==> config.mk <==
export PLATFORM = sky130hd
export DESIGN_NAME = motor_startup_sequencer_core_flat
export DESIGN_NICKNAME = d
export VERILOG_FILES = /design/src/rtl/mss_pkg.sv /design/src/rtl/mss_if.sv /design/src/rtl/mss_step.sv /design/src/rtl/motor_startup_sequencer_core.sv /design/src/flat_wrapper.sv
export SDC_FILE = /design/constraint.sdc
export NUM_CORES = 1
export LEC_CHECK = 0
export ABC_AREA = 1
export BUFFER_PORTS_ARGS = -buffer_cell sky130_fd_sc_hd__buf_2
export CAP_MARGIN = 20
export CORE_ASPECT_RATIO = 1.25
export CORE_MARGIN = 1
export CORE_UTILIZATION = 25
export CTS_CLUSTER_SIZE = 28
export DETAILED_ROUTE_END_ITERATION = 16
export GPL_ROUTABILITY_DRIVEN = 0
export SKIP_CTS_REPAIR_TIMING = 1
export SKIP_LAST_GASP = 1
export SYNTH_ARGS = -nofsm -noshare
export SYNTH_HDL_FRONTEND = slang
export SYNTH_SLANG_ARGS = --single-unit
==> constraint.sdc <==
create_clock -name clk -period 3.8 [get_ports clk]
set_clock_uncertainty 0.15 [all_clocks]
set_input_delay 0 -clock clk [delete_from_list [all_inputs] [get_ports clk]]
set_output_delay 0 -clock clk [all_outputs]
set_load 0.02 [all_outputs]
==> src/rtl/mss_pkg.sv <==
// Package for the motor startup sequencer: phase codes, register indexes,
// reset values and the item, state and configuration types.
// No dependencies.
`default_nettype none
package mss_pkg;

  localparam int PHASE_W = 3;

  localparam logic [PHASE_W-1:0] PH_IDLE  = 3'd0;
  localparam logic [PHASE_W-1:0] PH_ALIGN = 3'd1;
  localparam logic [PHASE_W-1:0] PH_OPEN  = 3'd2;
  localparam logic [PHASE_W-1:0] PH_AWAIT = 3'd3;
  localparam logic [PHASE_W-1:0] PH_DONE  = 3'd4;

  localparam int CFG_INDEX_W = 8;
  localparam int CFG_DATA_W  = 16;

  localparam logic [CFG_INDEX_W-1:0] REG_ALIGN_TIMEOUT = 8'd0;
  localparam logic [CFG_INDEX_W-1:0] REG_OPEN_LIMIT    = 8'd1;
  localparam logic [CFG_INDEX_W-1:0] REG_ANGLE_STEP    = 8'd2;
  localparam logic [CFG_INDEX_W-1:0] REG_HANDOVER_RPM  = 8'd3;

  localparam logic [15:0] ALIGN_TIMEOUT_RST = 16'd500;
  localparam logic [15:0] OPEN_LIMIT_RST    = 16'd2000;
  localparam logic [14:0] ANGLE_STEP_RST    = 15'd104;
  localparam logic [14:0] HANDOVER_RPM_RST  = 15'd48;

  localparam logic [3:0] STEADY_TARGET = 4'd10;
  localparam logic [3:0] STEADY_MAX    = 4'd15;

  typedef struct packed {
    logic               action;
    logic [31:0]        now_ms;
    logic signed [31:0] encoder_position;
    logic               index_seen;
    logic signed [15:0] speed_rpm;
  } tick_t;

  typedef struct packed {
    logic [15:0] align_timeout_ms;
    logic [15:0] open_loop_limit_ms;
    logic [14:0] angle_step;
    logic [14:0] handover_rpm;
  } cfg_t;

  typedef struct packed {
    logic [PHASE_W-1:0] phase;
    logic [31:0]        start_stamp;
    logic [31:0]        prev_position;
    logic [3:0]         steady_run;
    logic [15:0]        angle_acc;
  } seq_state_t;

endpackage
`default_nettype wire

==> src/rtl/mss_if.sv <==
// Channel interfaces of the motor startup sequencer: tick input, result output
// and configuration write. Depends on mss_pkg.
`default_nettype none
interface mss_tick_if;
  logic               valid;
  logic               ready;
  logic               action;
  logic [31:0]        now_ms;
  logic signed [31:0] encoder_position;
  logic               index_seen;
  logic signed [15:0] speed_rpm;

  modport source (output valid, action, now_ms, encoder_position, index_seen, speed_rpm,
                  input ready);
  modport sink (input valid, action, now_ms, encoder_position, index_seen, speed_rpm,
                output ready);
endinterface

interface mss_result_if;
  logic                        valid;
  logic                        ready;
  logic [mss_pkg::PHASE_W-1:0] phase;
  logic [15:0]                 open_angle;
  logic                        done_res;

  modport source (output valid, phase, open_angle, done_res, input ready);
  modport sink (input valid, phase, open_angle, done_res, output ready);
endinterface

interface mss_cfg_if;
  logic                            valid;
  logic                            ready;
  logic [mss_pkg::CFG_INDEX_W-1:0] index;
  logic [mss_pkg::CFG_DATA_W-1:0]  data;

  modport source (output valid, index, data, input ready);
  modport sink (input valid, index, data, output ready);
endinterface
`default_nettype wire

==> src/rtl/mss_step.sv <==
// Next-state logic for one sequencer tick: phase transitions, alignment
// steadiness count, open-loop angle. Depends on mss_pkg.
`default_nettype none
module mss_step (
  input  mss_pkg::tick_t      item,
  input  mss_pkg::cfg_t       cfg,
  input  mss_pkg::seq_state_t state,
  output mss_pkg::seq_state_t state_next
);

  logic [31:0] elapsed;
  logic [3:0]  steady_inc;
  logic [16:0] speed_mag;

  assign elapsed    = item.now_ms - state.start_stamp;
  assign steady_inc = (state.steady_run < mss_pkg::STEADY_MAX) ?
                      state.steady_run + 4'd1 : state.steady_run;
  assign speed_mag  = item.speed_rpm[15] ? 17'h10000 - {1'b0, item.speed_rpm} :
                      {1'b0, item.speed_rpm};

  always_comb begin
    state_next = state;
    if (item.action) begin
      state_next.phase         = mss_pkg::PH_IDLE;
      state_next.prev_position = '0;
      state_next.steady_run    = '0;
    end else begin
      unique case (state.phase)
        mss_pkg::PH_IDLE: begin
          state_next.start_stamp   = item.now_ms;
          state_next.angle_acc     = '0;
          state_next.prev_position = '0;
          state_next.steady_run    = '0;
          state_next.phase         = mss_pkg::PH_ALIGN;
        end
        mss_pkg::PH_ALIGN: begin
          if (item.encoder_position == state.prev_position) begin
            state_next.steady_run = steady_inc;
            if (steady_inc >= mss_pkg::STEADY_TARGET) begin
              state_next.phase = mss_pkg::PH_OPEN;
            end
          end else begin
            state_next.steady_run = '0;
          end
          state_next.prev_position = item.encoder_position;
          if (elapsed >= {16'd0, cfg.align_timeout_ms}) begin
            state_next.phase = mss_pkg::PH_OPEN;
          end
        end
        mss_pkg::PH_OPEN: begin
          if (elapsed >= {16'd0, cfg.open_loop_limit_ms} || item.index_seen) begin
            state_next.phase = mss_pkg::PH_AWAIT;
          end else begin
            state_next.angle_acc = state.angle_acc + {1'b0, cfg.angle_step};
          end
        end
        mss_pkg::PH_AWAIT: begin
          if (speed_mag >= {2'd0, cfg.handover_rpm}) begin
            state_next.phase = mss_pkg::PH_DONE;
          end
        end
        mss_pkg::PH_DONE: begin
        end
        default: begin
          state_next.phase         = mss_pkg::PH_IDLE;
          state_next.prev_position = '0;
          state_next.steady_run    = '0;
        end
      endcase
    end
  end

endmodule
`default_nettype wire

==> src/rtl/motor_startup_sequencer_core.sv <==
// Top level of the motor startup sequencer: input register, sequencer state,
// result register and configuration registers. Depends on mss_pkg, mss_if, mss_step.
//
//   channel  modport  transaction
//   tick     sink     one control tick or a reset request
//   result   source   phase, open_angle, done_res after the tick
//   cfg      sink     register write, index and data
//
// A tick is held in the input register, then its result in the result register; one
// tick per cycle is sustained while the result is not stalled, set by the single state
// update between input and result register. rst clears the sequencer state and both
// valid flags and loads the configuration reset values. A stalled result holds; the
// input register accepts while it is empty or while the result is free to move.
`default_nettype none
module motor_startup_sequencer_core (
  input  wire          clk,
  input  wire          rst,
  mss_tick_if.sink     tick,
  mss_result_if.source result,
  mss_cfg_if.sink      cfg
);

  logic                s1_valid;
  mss_pkg::tick_t      s1_item;
  logic                s1_advance;
  mss_pkg::cfg_t       cfg_regs;
  mss_pkg::seq_state_t state;
  mss_pkg::seq_state_t state_next;
  logic                out_valid;
  logic [mss_pkg::PHASE_W-1:0] out_phase;
  logic [15:0]         out_angle;

  assign s1_advance = s1_valid && (!out_valid || result.ready);
  assign tick.ready = !s1_valid || s1_advance;
  assign cfg.ready  = 1'b1;

  mss_step u_step (
    .item       (s1_item),
    .cfg        (cfg_regs),
    .state      (state),
    .state_next (state_next)
  );

  always_ff @(posedge clk) begin
    if (rst) begin
      cfg_regs.align_timeout_ms   <= mss_pkg::ALIGN_TIMEOUT_RST;
      cfg_regs.open_loop_limit_ms <= mss_pkg::OPEN_LIMIT_RST;
      cfg_regs.angle_step         <= mss_pkg::ANGLE_STEP_RST;
      cfg_regs.handover_rpm       <= mss_pkg::HANDOVER_RPM_RST;
    end else if (cfg.valid) begin
      case (cfg.index)
        mss_pkg::REG_ALIGN_TIMEOUT: cfg_regs.align_timeout_ms   <= cfg.data;
        mss_pkg::REG_OPEN_LIMIT:    cfg_regs.open_loop_limit_ms <= cfg.data;
        mss_pkg::REG_ANGLE_STEP:    cfg_regs.angle_step         <= cfg.data[14:0];
        mss_pkg::REG_HANDOVER_RPM:  cfg_regs.handover_rpm       <= cfg.data[14:0];
        default: ;
      endcase
    end
  end

  always_ff @(posedge clk) begin
    if (rst) begin
      s1_valid <= 1'b0;
    end else if (tick.ready) begin
      s1_valid <= tick.valid;
    end
  end

  always_ff @(posedge clk) begin
    if (tick.valid && tick.ready) begin
      s1_item.action           <= tick.action;
      s1_item.now_ms           <= tick.now_ms;
      s1_item.encoder_position <= tick.encoder_position;
      s1_item.index_seen       <= tick.index_seen;
      s1_item.speed_rpm        <= tick.speed_rpm;
    end
  end

  always_ff @(posedge clk) begin
    if (rst) begin
      state <= '0;
    end else if (s1_advance) begin
      state <= state_next;
    end
  end

  always_ff @(posedge clk) begin
    if (rst) begin
      out_valid <= 1'b0;
    end else if (s1_advance) begin
      out_valid <= 1'b1;
    end else if (result.ready) begin
      out_valid <= 1'b0;
    end
  end

  always_ff @(posedge clk) begin
    if (s1_advance) begin
      out_phase <= state_next.phase;
      out_angle <= state_next.angle_acc;
    end
  end

  assign result.valid      = out_valid;
  assign result.phase      = out_phase;
  assign result.open_angle = out_angle;
  assign result.done_res   = (out_phase == mss_pkg::PH_DONE);

endmodule
`default_nettype wire

==> src/flat_wrapper.sv <==
// flat-port wrapper written by rule: the top's interface ports become plain ports
module motor_startup_sequencer_core_flat 
  (clk, rst, tick_valid, tick_action, tick_now_ms, tick_encoder_position, tick_index_seen, tick_speed_rpm, tick_ready, result_valid, result_phase, result_open_angle, result_done_res, result_ready, cfg_valid, cfg_index, cfg_data, cfg_ready);
  mss_tick_if tick_i ();
  mss_result_if result_i ();
  mss_cfg_if cfg_i ();
  input  wire clk;
  input  wire rst;
  input wire logic [$bits(tick_i.valid)-1:0] tick_valid;
  input wire logic [$bits(tick_i.action)-1:0] tick_action;
  input wire logic [$bits(tick_i.now_ms)-1:0] tick_now_ms;
  input wire logic [$bits(tick_i.encoder_position)-1:0] tick_encoder_position;
  input wire logic [$bits(tick_i.index_seen)-1:0] tick_index_seen;
  input wire logic [$bits(tick_i.speed_rpm)-1:0] tick_speed_rpm;
  output wire logic [$bits(tick_i.ready)-1:0] tick_ready;
  output wire logic [$bits(result_i.valid)-1:0] result_valid;
  output wire logic [$bits(result_i.phase)-1:0] result_phase;
  output wire logic [$bits(result_i.open_angle)-1:0] result_open_angle;
  output wire logic [$bits(result_i.done_res)-1:0] result_done_res;
  input wire logic [$bits(result_i.ready)-1:0] result_ready;
  input wire logic [$bits(cfg_i.valid)-1:0] cfg_valid;
  input wire logic [$bits(cfg_i.index)-1:0] cfg_index;
  input wire logic [$bits(cfg_i.data)-1:0] cfg_data;
  output wire logic [$bits(cfg_i.ready)-1:0] cfg_ready;
  assign tick_i.valid = tick_valid;
  assign tick_i.action = tick_action;
  assign tick_i.now_ms = tick_now_ms;
  assign tick_i.encoder_position = tick_encoder_position;
  assign tick_i.index_seen = tick_index_seen;
  assign tick_i.speed_rpm = tick_speed_rpm;
  assign tick_ready = tick_i.ready;
  assign result_valid = result_i.valid;
  assign result_phase = result_i.phase;
  assign result_open_angle = result_i.open_angle;
  assign result_done_res = result_i.done_res;
  assign result_i.ready = result_ready;
  assign cfg_i.valid = cfg_valid;
  assign cfg_i.index = cfg_index;
  assign cfg_i.data = cfg_data;
  assign cfg_ready = cfg_i.ready;
  motor_startup_sequencer_core u_core (.clk(clk), .rst(rst), .tick(tick_i), .result(result_i), .cfg(cfg_i));
endmodule
==> results of run 1 <==
-- layout by cell type, fill, tap and decap left out, drive strengths merged, types with 3 or more instances in the layout --
master       netlist  final
o211ai            18     18
clkinv             4     10
edfxtp           101    101
o21ai            101    101
and2               3      3
nand4             20     20
o21bai             4      4
nand3b             4      4
nor2             139    139
xnor2              7      7
buf                5    150
nor4               8      8
ha                96     96
nand3             82     82
nand2            526    526
dfxtp            151    151
xor2              57     57
inv              311    311
clkbuf            43     39
bufinv             0      3
a31oi              5      5
a21oi            165    165
a21o               5      5
nor3              15     15
dlygate4sd3        0    122
-- power groups by stage --
stage                     registers (W)  clock network, W  logic, W
final                           0.00299           0.00284   0.00124
after global routing            0.00300           0.00303   0.00143
after CTS                       0.00299           0.00293   0.00114
after detailed placement        0.00305                 0   0.00113
after global placement          0.00305                 0   0.00113
after floorplan                 0.00304                 0  0.000794
-- Yosys cell counts, types with 7 or more instances --
| cell type | instances |
|---|---|
| xor2_1 | 57 |
| inv_1 | 307 |
| o21ai_0 | 100 |
| ha_1 | 96 |
| nor4_1 | 8 |
| nor2_1 | 133 |
| edfxtp_1 | 101 |
| nand2_1 | 512 |
| clkbuf_1 | 43 |
| dfxtp_1 | 151 |
| nand2_2 | 14 |
| a21oi_1 | 164 |
| nand3_1 | 76 |
| nor3_1 | 13 |
| xnor2_1 | 7 |
| nand4_1 | 20 |
| o211ai_1 | 18 |
-- registers in the layout, indices dropped and copies added (netlist names) --
signal and flops:
u_core.cfg_regs 62, u_core.state 87, u_core.s1_valid 1, u_core.result.valid 1
u_core.s1_item 82, u_core.result.phase 3, u_core.result.open_angle 16
-- cells by family after synthesis --
group           Yosys count
simple gates            804
buf+inv                 363
compound gates          307
flops                   252
fa+ha+maj                98
xor+xnor                 64
other cells               1
-- path summary, 6_finish.rpt --
path                                                 end  slack [ns]  cells past startpoint
hold reg to reg            u_core.state[73]$_SDFFE_PP0P_        0.31                      2
hold / removal              u_core.s1_item[76]$_DFFE_PP_       -0.01                      2
setup / recovery  u_core.result.open_angle[15]$_DFFE_PP_        0.28                     18
setup reg to reg  u_core.result.open_angle[15]$_DFFE_PP_        0.28                     18
-- per-layer routing --
metal | vias up | GRT usage | part of all wire
met3 | 51 | 0.0186 | 0.035
li1 | 6575 | - | -
met4 | 0 | 0.0387 | 0.022
met2 | 209 | 0.237 | 0.51
met1 | 5619 | 0.146 | 0.44
met5 | - | 0 | 0
-- worst max-delay path, stage by stage (launching register included) --
cell	delay [ns]
edfxtp_1	0.41
ha_1	0.39
nand2_2	0.16
inv_1	0.07
a21oi_1	0.24
nand3_2	0.18
xor2_2	0.20
ha_1	0.30
inv_1	0.08
nor3_1	0.05
a211oi_1	0.17
nand2_1	0.09
a21oi_2	0.16
nand3_2	0.11
buf_4	0.21
clkinv_8	0.08
nand4_1	0.07
nand2_1	0.13
inv_1	0.04
-- area by class of cell --
| type | instances | area, um2 |
|---|---|---|
| Tap cell | 742 | 928 |
| Inverter | 315 | 1200 |
| Sequential cell | 252 | 6060 |
| Multi-Input combinational cell | 1274 | 6860 |
| Clock buffer | 39 | 823 |
| Clock inverter | 11 | 150 |
| Antenna cell | 1 | 2.50 |
| Fill cell | 5982 | 38200 |
| Timing Repair Buffer | 272 | 2020 |
-- per-stage QoR --
stage | cell area, um2 | power (W) | utilization | worst slack [ns] | std cells
6_report | 18000 | 0.00707 | 0.321 | 0.276 | 2906
5_1_grt | 18000 | 0.00745 | 0.321 | 0.00124 | 2906
4_1_cts | 16700 | 0.00706 | 0.298 | 0.122 | 2783
3_5_place_dp | 15800 | 0.00418 | 0.281 | 0.128 | 2733
3_3_place_gp | 15800 | 0.00417 | 0.281 | 0.0804 | 2733
2_1_floorplan | 14200 | 0.00384 | - | 0.442 | 1889
==> results.toml, run 1 <==
[timing]
fin_crit_sh = 0.927
finalSetupViolCount = 0
grt_setup_unrepaired = "false"
drv_slew = 0
hold_ws_ns = -0.0104
final-hold-violation-count = 5
tightest_slew_ns = 0.866
slew_headroom = 0.422
max_freq_mhz = 284
fin_setup_tns_ns = 0
min_period_ns = 3.52

[synthesis]
synth_flop_cell = "dfxtp_1"
synth_fa_ha_area_frac = 0.0872
synth_compound_gate_area_share = 0.116
synth_cell_types = 48
synth-seq-cells = 252
synth_top_family_by_area = "simple AND/OR/NAND/NOR gates"
yosys.area_share.simple = 0.235
async_reset_ff_frac = 0
synth_edf_count = 101
synth_area_leader_cell = "edfxtp_1"
syn_area_um2 = 14200
synth_cells = 1889
synth.avg_cell_area_um2 = 7.54
yosys_warnings = 0
synth-xor-area-share = 0.0394
synth_area_leaders = "edfxtp_1, dfxtp_1, nand2_1, ha_1, inv_1"
ys_seq_area_frac = 0.425
yosys-mux-area-fraction = 0
synth_nets = 2098
synth_top_area_share = 0.213

[final_layout]
drive_gt1_frac = 0.114
area_growth_pct = 26.6
num-nets-final = 2351

[die]
start_util = 0.253
rows = 97
coreArea_um2 = 56200
fp.dieW_um = 215
die_y_um = 269
ios = 134
die_area_um2 = 57900

[power_and_ir_drop]
p_per_area_nw_per_um2 = 392
p_int_w = 0.00513
leakagePower_nw = 8.43
irDropWorstVdd_mv = 0.354
clkPwrFrac = 0.402
switching_power_w = 0.00194
seqPwrFrac = 0.423
p_comb_frac = 0.175
p_sw_frac = 0.275

[placed_design]
dp_hpwl_mm = 28.5
portBuffers = 132

[clock_tree]
clock-sinks = 252
cts_max_path_buffers = 3
cts_root_buf = "clkbuf_16"
cts_tree = "done"
clock_latency_ns = 0.56
cts-buffers-inserted = 27
htree_levels = 1
clkTransAtPathRegs_ns = 0.06

[setup_path]
critPathArrivalTime_ns = 3.69
cp-startpoint = "u_core.s1_item[58]$_DFFE_PP_"
end_kind = "register"
start_kind = "register"
reg2reg_from = "u_core.s1_item[58]$_DFFE_PP_"
crit_path_max_fanout = 10
path_class = "reg2reg"
cp.required_ns = 3.97

[grt]
grtUsageTotal = 0.126
grt.overflow.total = 0
antenna_found_initial = 2
grt_start_max_net_pins = 55
grt_pass1_vias = 11520
grt_pass1_wl_mm = 58.5

[job]
max-cap-violations = 0

[status]
status = "finished with violations"
violations = "negative hold slack"

[routing]
first_pass_iters = 6
wl_per_cell_um = 13.1
via_per_inst = 4.29
vias = 12454
drtAntennaViolNets = 0
drt-total-wl_mm = 38.0
drc_errors = 0
drt_iter0_drc = 665

[min_path]
hold_path_class = "in2reg"
worstHoldStart = "tick_now_ms[27]"
(Power assumes the default switching activity.)
==> run 2: changes to the inputs <==
ABC_AREA = not set   (was 1)
==> results.toml, run 2 <==
[final_layout]
stdcell_count = 2567
reg_top3 = "u_core.state: 87 flops, u_core.s1_item: 82 flops, u_core.cfg_regs: 62 flops"
largest_reg_flops = 87
drive_gt1_frac = 0.198
register_area_um2 = 6060
fillers = 5355
num-nets-final = 2080
top_register = "u_core.state"
final_cell_mix = "nand2_1, dlygate4sd3_1, dfxtp_1"
area_growth_pct = 38.2
mostFrequentLayoutCell = "nand2_1"
multi_input_comb_area_um2 = 7120

[synthesis]
synth_top_area_share = 0.225
async_reset_ff_frac = 0
synth_flop_cell = "dfxtp_1"
synth_top_family_by_area = "simple AND/OR/NAND/NOR gates"
synth.avg_cell_area_um2 = 9.05
yosys.area_share.simple = 0.188
synth_fa_ha_area_frac = 0.0920
yosys-mux-area-fraction = 0.0120
netlist_top_cells_count = "nand2_1, dfxtp_1, a21oi_1, nor2_1, edfxtp_1"
synth_edf_count = 101
synth_compound_gate_area_share = 0.161
synth-seq-cells = 252
synth_area_leader_cell = "edfxtp_1"
synth_area_leaders = "edfxtp_1, dfxtp_1, ha_1, nand2_1, a21oi_1"
synth-xor-area-share = 0.0493
synth_cells = 1491
syn_area_um2 = 13500
synth_nets = 1700
ys_seq_area_frac = 0.449
synth_cell_types = 78
synth.most_common_cell = "nand2_1"
yosys_warnings = 0

[power_and_ir_drop]
finalPower_w = 0.00685
irDropWorstVdd_mv = 0.291
leakagePower_nw = 7.30
p_per_area_nw_per_um2 = 368

[setup_path]
reg2reg_from = "u_core.s1_item[50]$_DFFE_PP_"
cp.required_ns = 3.96
start_kind = "register"
critPathArrivalTime_ns = 4.76
r2r-end = "u_core.result.open_angle[9]$_DFFE_PP_"
path_class = "reg2reg"
cp-startpoint = "u_core.s1_item[50]$_DFFE_PP_"
crit_path_max_fanout = 7
reg2reg_depth = 19
reg2reg_slack_ns = -0.80
end_kind = "register"

[grt]
grt_pass1_wl_mm = 57.7
grt.overflow.total = 0
grt_pass1_vias = 11444
grt_start_max_net_pins = 71
antenna_found_initial = 3
grtUsageTotal = 0.131

[timing]
finalSetupViolCount = 36
fin_crit_sh = 1.21
fin_ws_ns = -0.797
drv_slew = 0
min_period_ns = 4.60
tightest_slew_ns = 1.07
grt_setup_unrepaired = "true"
max_freq_mhz = 218
hold_ws_ns = -0.0248
slew_headroom = 0.283
final-hold-violation-count = 3

[routing]
vias = 12000
first_pass_iters = 6
drt-total-wl_mm = 38.4
drt_iter0_drc = 537
drtAntennaViolNets = 0
drc_errors = 0
via_per_inst = 4.67
wl_per_cell_um = 15.0

[placed_design]
dp_hpwl_mm = 27.7
portBuffers = 132
dp_cells = 2339

[die]
die_y_um = 262
die_area_um2 = 54900
ios = 134
rows = 94
fp.dieW_um = 210
start_util = 0.255
coreArea_um2 = 52900

[min_path]
worstHoldStart = "tick_now_ms[31]"
hold_path_depth = 2
hold_path_end = "u_core.s1_item[80]$_DFFE_PP_"
hold_path_class = "in2reg"

[status]
violations = "negative hold slack, negative setup slack"
status = "finished with violations"

[clock_tree]
clkTransAtPathRegs_ns = 0.07
cts_root_buf = "clkbuf_16"
cts_tree = "done"
htree_levels = 1
clock-sinks = 252
cts-buffers-inserted = 28
cts_max_path_buffers = 3
clock_latency_ns = 0.58

[job]
max-cap-violations = 0
run 2: changes by cell type after synthesis, sizes merged, moves of 20 or more:
cell    change
a22oi      +32
inv       -211
nand2     -266
nand2b     +20
nand3      -53
nor2       -37
o21ai      -50
xnor2      +25
run 2: final cells by class:
cell class | count | share of cell area
inverters | 101 | 0.0203
flip-flops and latches | 252 | 0.325
multi-input cells | 1074 | 0.382
clock inverters | 13 | 0.00792
repair buffers | 414 | 0.177
clock buffers | 39 | 0.0431
diodes | 2 | 0.000268
well taps | 672 | 0.0451
run 2: worst max path at each step:
| stage | to | cells after the start |
|---|---|---|
| 2_1_floorplan | u_core.result.open_angle[9]$_DFFE_PP_ | 20 |
| 3_3_place_gp | u_core.result.open_angle[9]$_DFFE_PP_ | 18 |
| 3_5_place_dp | u_core.result.open_angle[9]$_DFFE_PP_ | 20 |
| 4_1_cts | u_core.result.open_angle[9]$_DFFE_PP_ | 20 |
| 5_1_grt | u_core.result.open_angle[9]$_DFFE_PP_ | 21 |
| 6_report | u_core.result.open_angle[9]$_DFFE_PP_ | 19 |
run 2: power by group:
part | total [W] | internal, W | switching [W]
clock network | 0.00279 | 0.00162 | 0.00117
registers | 0.00296 | 0.00290 | 0.0000612
logic | 0.00110 | 0.000538 | 0.000562
run 2: per-layer routing:
layer	up-vias	part of all wire	track usage
li1	6002	-	-
met1	5713	0.41	0.142
met2	218	0.53	0.251
met3	65	0.036	0.0227
met4	2	0.026	0.0487
met5	-	0.00021	0
run 2: cells by family after synthesis:
| family | after synthesis |
|---|---|
| buffers and inverters | 165 |
| flip-flops | 252 |
| AO/OA/AOI/OAI | 342 |
| AND/OR/NAND/NOR | 541 |
| adder cells (fa/ha/maj) | 98 |
| multiplexers | 16 |
| other | 1 |
| XOR/XNOR | 76 |
run 2: worst max-delay path: stages, from the launching register on:
cell,delay [ns]
edfxtp_1,0.42
ha_1,0.28
nor2b_1,0.15
buf_4,0.14
o2111ai_1,0.18
nand3_1,0.15
a21oi_2,0.17
xnor2_1,0.17
ha_1,0.30
a21o_1,0.17
a21o_1,0.18
a2111oi_4,0.29
o31ai_2,0.15
a2111oi_4,0.40
o2111ai_2,0.24
nor4_4,0.25
buf_4,0.20
buf_12,0.14
nor2_4,0.03
a31o_1,0.19
run 2: through the flow:
stage	TNS, ns	area [um2]	setup WS [ns]	util	hold slack (ns)
floorplan	-10.23	13600	-0.462	-	-0.0511
global placement	-18.56	15700	-0.623	0.296	0.0272
detailed placement	-22.81	15700	-0.749	0.296	0.0281
CTS	-23.69	16600	-0.773	0.314	-0.586
global route	-32.91	18600	-1.03	0.352	-0.0287
finish	-24.43	18600	-0.797	0.352	-0.0248
